**src/rtl/core/can_bus_arbiter_with_rx_queues_unit_assert.svh**
```systemverilog
// assertion macros shared by the can bus arbiter modules
`ifndef CAN_BUS_ARBITER_WITH_RX_QUEUES_UNIT_ASSERT_SVH
`define CAN_BUS_ARBITER_WITH_RX_QUEUES_UNIT_ASSERT_SVH
// property checked on every clock edge outside reset
`define CBA_ASSERT(label, prop, msg) \
  label: assert property (@(posedge clk_i) disable iff (!rst_ni) (prop)) else $error(msg);
// same-cycle implication checked on every clock edge outside reset
`define CBA_ASSERT_IMP(label, ante, cons, msg) \
  label: assert property (@(posedge clk_i) disable iff (!rst_ni) (ante) |-> (cons)) \
    else $error(msg);
`endif

```
**src/rtl/core/cba_pkg.sv**
```systemverilog
// shared types and constants of the can bus arbiter
`timescale 1ns / 1ps
package cba_pkg;
  localparam int NodeSlots    = 4;
  localparam int PendDepth    = 16;
  localparam int RxDepth      = 8;
  localparam int SlotW        = $clog2(NodeSlots);
  localparam int PendIdxW     = $clog2(PendDepth);
  localparam int PendCntW     = $clog2(PendDepth + 1);
  localparam int RxIdxW       = $clog2(RxDepth);
  localparam int RxCntW       = $clog2(RxDepth + 1);
  localparam int IdentW       = 29;

  localparam logic [1:0] FuncSubmit  = 2'd0;
  localparam logic [1:0] FuncArb     = 2'd1;
  localparam logic [1:0] FuncReceive = 2'd2;

  localparam logic [2:0] CfgMask = 3'd4;

  typedef struct packed {
    logic [IdentW-1:0] ident;
    logic [3:0]        len;
    logic [63:0]       payload;
    logic [7:0]        sender;
  } frame_t;

  // controller to datapath
  typedef struct packed {
    logic load;        // latch request
    logic pend_rd;     // read pending entry at scan index
    logic scan_cmp;    // compare read entry with best
    logic shift;       // shift pending entry down
    logic pend_wr;     // append request frame
    logic pend_dec;
    logic rx_wr;       // write best frame into slot fifo
    logic rx_rd;       // read head of slot fifo
    logic rx_pop;
    logic [SlotW-1:0] slot;
    logic [PendIdxW-1:0] idx;
    logic set_ok;
    logic clr_ok;
    logic show_rx;     // show rx read data on result
    logic done;
  } cmd_t;

  // datapath to controller
  typedef struct packed {
    logic [PendCntW-1:0] pend_count;
    logic [PendIdxW-1:0] best_idx;
    logic [NodeSlots-1:0] active;
    logic [NodeSlots-1:0] is_sender;
    logic [NodeSlots-1:0] rx_full;
    logic [NodeSlots-1:0] rx_empty;
    logic                 hit;
    logic [SlotW-1:0]     hit_slot;
    logic                 len_ok;
    logic [1:0]           func;
  } sts_t;
endpackage

```
**src/rtl/core/cba_ctrl.sv**
```systemverilog
// sequencer for submit, arbitration scan, shift, delivery and receive
`timescale 1ns / 1ps
module cba_ctrl (
  input  logic            clk_i,
  input  logic            rst_ni,
  input  logic            start_i,
  output logic            busy_o,
  input  cba_pkg::sts_t   sts_i,
  output cba_pkg::cmd_t   cmd_o
);
  import cba_pkg::*;

  typedef enum logic [2:0] {
    StIdle, StDecode, StScan, StShift, StDeliver, StRxRead, StDone
  } state_e;

  state_e               state_q;
  logic [PendIdxW:0]    cnt_q;
  logic [SlotW:0]       slot_q;

  always_ff @(posedge clk_i or negedge rst_ni) begin
    if (!rst_ni) begin
      state_q <= StIdle;
      cnt_q   <= '0;
      slot_q  <= '0;
    end else begin
      case (state_q)
        StIdle: begin
          if (start_i) state_q <= StDecode;
        end
        StDecode: begin
          cnt_q  <= (PendIdxW+1)'(1);
          slot_q <= '0;
          case (sts_i.func)
            FuncArb: state_q <= (sts_i.pend_count != '0) ? StScan : StDone;
            FuncReceive: state_q <= (sts_i.hit && !sts_i.rx_empty[sts_i.hit_slot]) ?
                                    StRxRead : StDone;
            default: state_q <= StDone;
          endcase
        end
        StScan: begin
          // one entry compared a cycle, each on data read in the cycle before; a
          // closing step past the last compare lets it land before the winner is taken
          if ({1'b0, cnt_q} > (PendCntW+1)'(sts_i.pend_count)) begin
            state_q <= StShift;
            cnt_q   <= {1'b0, sts_i.best_idx};
          end else begin
            cnt_q <= cnt_q + 1'b1;
          end
        end
        StShift: begin
          if ({1'b0, cnt_q} + 1'b1 >= (PendCntW+1)'(sts_i.pend_count)) begin
            state_q <= StDeliver;
          end else begin
            cnt_q <= cnt_q + 1'b1;
          end
        end
        StDeliver: begin
          if (slot_q == (SlotW+1)'(NodeSlots)) begin
            state_q <= StDone;
          end else if (sts_i.active[slot_q[SlotW-1:0]] &&
                       !sts_i.is_sender[slot_q[SlotW-1:0]] &&
                       sts_i.rx_full[slot_q[SlotW-1:0]]) begin
            state_q <= StDone;
          end else begin
            slot_q <= slot_q + 1'b1;
          end
        end
        StRxRead: state_q <= StDone;
        StDone:   state_q <= StIdle;
        default:  state_q <= StIdle;
      endcase
    end
  end

  logic [SlotW-1:0] cur_slot;
  logic             deliver_here;
  assign cur_slot     = slot_q[SlotW-1:0];
  assign deliver_here = (state_q == StDeliver) && (slot_q != (SlotW+1)'(NodeSlots)) &&
                        sts_i.active[cur_slot] && !sts_i.is_sender[cur_slot];

  always_comb begin
    cmd_o          = '0;
    cmd_o.load     = (state_q == StIdle) && start_i;
    cmd_o.slot     = cur_slot;
    cmd_o.idx      = cnt_q[PendIdxW-1:0];
    cmd_o.done     = (state_q == StDone);
    case (state_q)
      StDecode: begin
        cmd_o.clr_ok = 1'b1;
        if (sts_i.func == FuncSubmit && sts_i.len_ok && sts_i.hit &&
            sts_i.pend_count < PendCntW'(PendDepth)) begin
          cmd_o.pend_wr = 1'b1;
          cmd_o.set_ok  = 1'b1;
        end
        cmd_o.pend_rd = 1'b1;
        cmd_o.idx     = '0;
      end
      StScan: begin
        if ({1'b0, cnt_q} <= (PendCntW+1)'(sts_i.pend_count)) begin
          cmd_o.scan_cmp = 1'b1;
          cmd_o.pend_rd  = 1'b1;
        end
      end
      StShift: begin
        if ({1'b0, cnt_q} + 1'b1 < (PendCntW+1)'(sts_i.pend_count)) cmd_o.shift = 1'b1;
        else begin
          cmd_o.pend_dec = 1'b1;
          cmd_o.set_ok   = 1'b1;
        end
      end
      StDeliver: begin
        if (deliver_here) begin
          if (sts_i.rx_full[cur_slot]) cmd_o.clr_ok = 1'b1;
          else cmd_o.rx_wr = 1'b1;
        end
      end
      StRxRead: begin
        cmd_o.rx_pop    = 1'b1;
        cmd_o.set_ok    = 1'b1;
        cmd_o.show_rx   = 1'b1;
        cmd_o.slot      = sts_i.hit_slot;
      end
      default: ;
    endcase
    if (state_q == StDecode) cmd_o.rx_rd = 1'b1;
    if (state_q == StDecode) cmd_o.slot  = sts_i.hit_slot;
  end

  assign busy_o = (state_q != StIdle);

  `include "can_bus_arbiter_with_rx_queues_unit_assert.svh"
  `CBA_ASSERT_IMP(a_done_from_busy, cmd_o.done, $past(busy_o), "done without work")
  `CBA_ASSERT(a_no_wr_and_pop, !(cmd_o.rx_wr && cmd_o.rx_pop), "fifo write and pop")
  `CBA_ASSERT(a_load_idle, cmd_o.load |=> busy_o, "load did not start work")
endmodule

```
**config.mk**
```make
export PLATFORM = sky130hd
export DESIGN_NAME = cba_ctrl
export DESIGN_NICKNAME = d
export VERILOG_FILES = /design/src/rtl/core/cba_pkg.sv /design/src/rtl/core/cba_ctrl.sv
export VERILOG_INCLUDE_DIRS = /design/src /design/src/rtl/core
export SDC_FILE = /design/constraint.sdc
export NUM_CORES = 1
export LEC_CHECK = 0
export BUFFER_PORTS_ARGS = -buffer_cell sky130_fd_sc_hd__buf_4
export CELL_PAD_IN_SITES_DETAIL_PLACEMENT = 0
export CELL_PAD_IN_SITES_GLOBAL_PLACEMENT = 1
export CORE_UTILIZATION = 35
export DETAILED_ROUTE_END_ITERATION = 8
export GPL_ROUTABILITY_DRIVEN = 0
export MAX_ROUTING_LAYER = met4
export PLACE_DENSITY_LB_ADDON = 0.1
export SLEW_MARGIN = 15
export SYNTH_ARGS = -nofsm -noshare
export SYNTH_HDL_FRONTEND = slang
export SYNTH_SLANG_ARGS = --single-unit
```
**constraint.sdc**
```tcl
create_clock -name clk_i -period 3 [get_ports clk_i]
set_clock_uncertainty 0.15 [all_clocks]
set_input_delay 0.6 -clock clk_i [delete_from_list [all_inputs] [get_ports clk_i]]
set_output_delay 0.6 -clock clk_i [all_outputs]
set_load 0.05 [all_outputs]
```
==> flow_metrics.env <==
export IMPL_drive_gt1_frac=0.458
export IMPL_ys_ff_latch=11
export IMPL_worstPathMaxFanout=5
export IMPL_synthAdderAreaFrac=0.150
export IMPL_drv_slew=0
export IMPL_fin_setup_tns_ns=0
export IMPL_h_tree_depth=1
export IMPL_synth_ff_type="dfrtp_1"
export IMPL_holdWs_ns=0.0396
export IMPL_crit_required_ns=2.25
export IMPL_grt_met3_usage=0.0217
export IMPL_ys_seq_area_frac=0.207
export IMPL_grt_pass1_vias=1333
export IMPL_drc=0
export IMPL_clock_latency_ns=0.24
export IMPL_synthArstFlopShare=1.00
export IMPL_port_buffer_count=53
export IMPL_p_leak_nw=0.954
export IMPL_timing_final_crit_period_ns=2.95
export IMPL_grt_max_degree=12
export IMPL_numCtsBuffers=3
export IMPL_synth_edff_count=0
export IMPL_use_met1=0.256
export IMPL_viasPerCell=5.10
export IMPL_hold_viol_final=0
export IMPL_dieArea_um2=4060
export IMPL_postRouteAntennaNets=0
export IMPL_wl_per_cell_um=14.0
export IMPL_num_rows=22
export IMPL_root_buffer="clkbuf_8"
export IMPL_grt_busiest_layer="met2"
export IMPL_worstSetupPathType="reg2out"
export IMPL_vdd_ir_drop_max_mv=0.559
export IMPL_grt_pass1_wl_mm=6.03
export IMPL_grt_usage=0.195
export IMPL_critPathCaptureType="output port"
export IMPL_synth_net_count=202
export IMPL_synth_simple_area_share=0.267
export IMPL_ys_warn_count=0
export IMPL_cts_hold_buf=0
export IMPL_power_density_nw_per_um2=909
export IMPL_drt_pass1_iter_count=4
export IMPL_maxCapViolCount=0
export IMPL_grt_overflow=0
export IMPL_fmax_mhz=339
export IMPL_setup_violations=0
export IMPL_synth_xor_area_frac=0.0197
export IMPL_synthCells=152
export IMPL_fin_nets=263
export IMPL_grt_antenna_before_repair=0
export IMPL_routed_wl_mm=3.63
export IMPL_drt_iter0_markers=49
export IMPL_synth_top_area_cell="dfrtp_1"
export IMPL_period_share=0.983
export IMPL_use_met2=0.314
export IMPL_slew_headroom=0.706
export IMPL_synth_top_area_share=0.207
export IMPL_cts_path_max_buffers=2
export IMPL_initial_core_util=0.364
export IMPL_cp_data_arrival_time_ns=2.20
export IMPL_syn_avg_cell_area_um2=8.77
export IMPL_worstSetupStartpointType="flop"
export IMPL_path_clk_slew_ns=0.05
export IMPL_synth_top_family_by_area="simple AND/OR/NAND/NOR gates"
export IMPL_fin_area_um2=1970
export IMPL_synth_area_top_cells="dfrtp_1 21%, ha_1 15%, mux4_2 5.1%"
export IMPL_tightest_slew_ns=0.441
export IMPL_clock_sinks=11
export IMPL_diodes=0
export IMPL_syn_to_final_growth_pct=48.1
export IMPL_place_hpwl_mm=2.99
export IMPL_vias=1326
export IMPL_die_y_um=63.7
export IMPL_outcome="finished, final reports clean"
export IMPL_cts_tree="built"
export IMPL_io_pins=54
export IMPL_hp_class="in2async"
export IMPL_synth_compound_area_frac=0.223
export IMPL_placed_area_um2=1820
export IMPL_syn_area_um2=1330
export IMPL_die_w_um=63.7
export IMPL_yosysUniqueCellTypes=52
export IMPL_synthMuxAreaShare=0.0667
export IMPL_coreArea_um2=3660
[per-stage QoR]
step	worst slack [ns]	power, W	std cells	util
4_1_cts	0.00923	0.00173	258	0.515
3_3_place_gp	0.133	0.00154	254	0.498
2_1_floorplan	0.0861	0.00121	152	-
5_1_grt	-0.0261	0.00192	260	0.539
6_report	0.0505	0.00179	260	0.539
3_5_place_dp	0.114	0.00156	254	0.498
[worst max-delay path: stages, from the launching register on]
cell     delay, ns
dfrtp_1       0.35
buf_4         0.12
ha_4          0.16
nand3_4       0.09
xnor2_2       0.15
ha_1          0.31
and3_4        0.17
o21ai_4       0.07
nand3_2       0.12
buf_4         0.15
nor2_2        0.07
buf_4         0.20
[where the power goes]
group / switching [W] / total [W] / internal [W]
registers: 0.000108 / 0.000312 / 0.000205
clock network: 0.0000603 / 0.000152 / 0.0000916
logic: 0.000805 / 0.00133 / 0.000525
[registers in the layout, indices dropped and copies added, names as in the netlist]
| signal | cells |
|---|---|
| state_q | 3 |
| slot_q | 3 |
| cnt_q | 5 |
[synthesized netlist by cell type, drive strengths merged (2+ instances only)]
master and number:
ha 16, inv 15, dfrtp 11, nor2b 10, o21ai 10, a21oi 9
nand2 9, nor2 8, and3 7, nand3 7, buf 5, mux4 3
nand2b 3, nor3 3, nor3b 3, a21o 2, a31oi 2, and2 2
o2bb2ai 2, or3 2, xnor2 2
[cells by family after synthesis]
kind of cell	Yosys count
AO/OA/AOI/OAI	38
AND/OR/NAND/NOR	59
adder cells (fa/ha/maj)	16
XOR/XNOR	3
buffers and inverters	20
flip-flops	11
multiplexers	5
[layer usage]
layer  part of all wire  wire length (um)
met3              0.029               107
met4             0.0091                33
met1               0.47              1700
met5                  0                 0
met2               0.49              1790
[layout make-up]
| class | count | area, um2 |
|---|---|---|
| Clock inverter | 1 | 5.00 |
| Clock buffer | 3 | 41.3 |
| Fill cell | 353 | 1690 |
| Multi-Input combinational cell | 121 | 1070 |
| Inverter | 15 | 56.3 |
| Sequential cell | 11 | 275 |
| Timing Repair Buffer | 61 | 465 |
| Tap cell | 48 | 60.1 |
[repair_timing]
item / in CTS / in global routing
endpoints found under the setup margin: 2 / 2
gates resized for setup: 4 / 12
pin swaps: 1 / 6
setup buffers: 0 / 2
[layout by cell type, fill, tap and decap left out, drive strengths merged, types with 7 or more instances in the layout]
cell type / Yosys / final
ha: 16 / 16
nor2: 8 / 8
inv: 15 / 15
a21oi: 9 / 9
o21ai: 10 / 10
nor2b: 10 / 10
dfrtp: 11 / 11
and3: 7 / 7
buf: 5 / 61
nand2: 9 / 9
nand3: 7 / 7
[worst paths after layout]
check                                 startpoint                    end  slack, ns  cells after the start
max                         cnt_q[0]$_DFFE_PN0P_              cmd_o[15]       0.05                     11
min                                       rst_ni  slot_q[0]$_DFFE_PN0P_       0.04                      1
max reg2reg                 cnt_q[0]$_DFFE_PN0P_   cnt_q[4]$_DFFE_PN0P_       0.41                     11
min reg2reg                slot_q[2]$_DFFE_PN0P_  slot_q[2]$_DFFE_PN0P_       0.32                      1
max in group asynchronous                 rst_ni   cnt_q[1]$_DFFE_PN0P_       2.50                      1
min in group clk_i         slot_q[2]$_DFFE_PN0P_  slot_q[2]$_DFFE_PN0P_       0.32                      1
(Power assumes the default switching activity.)
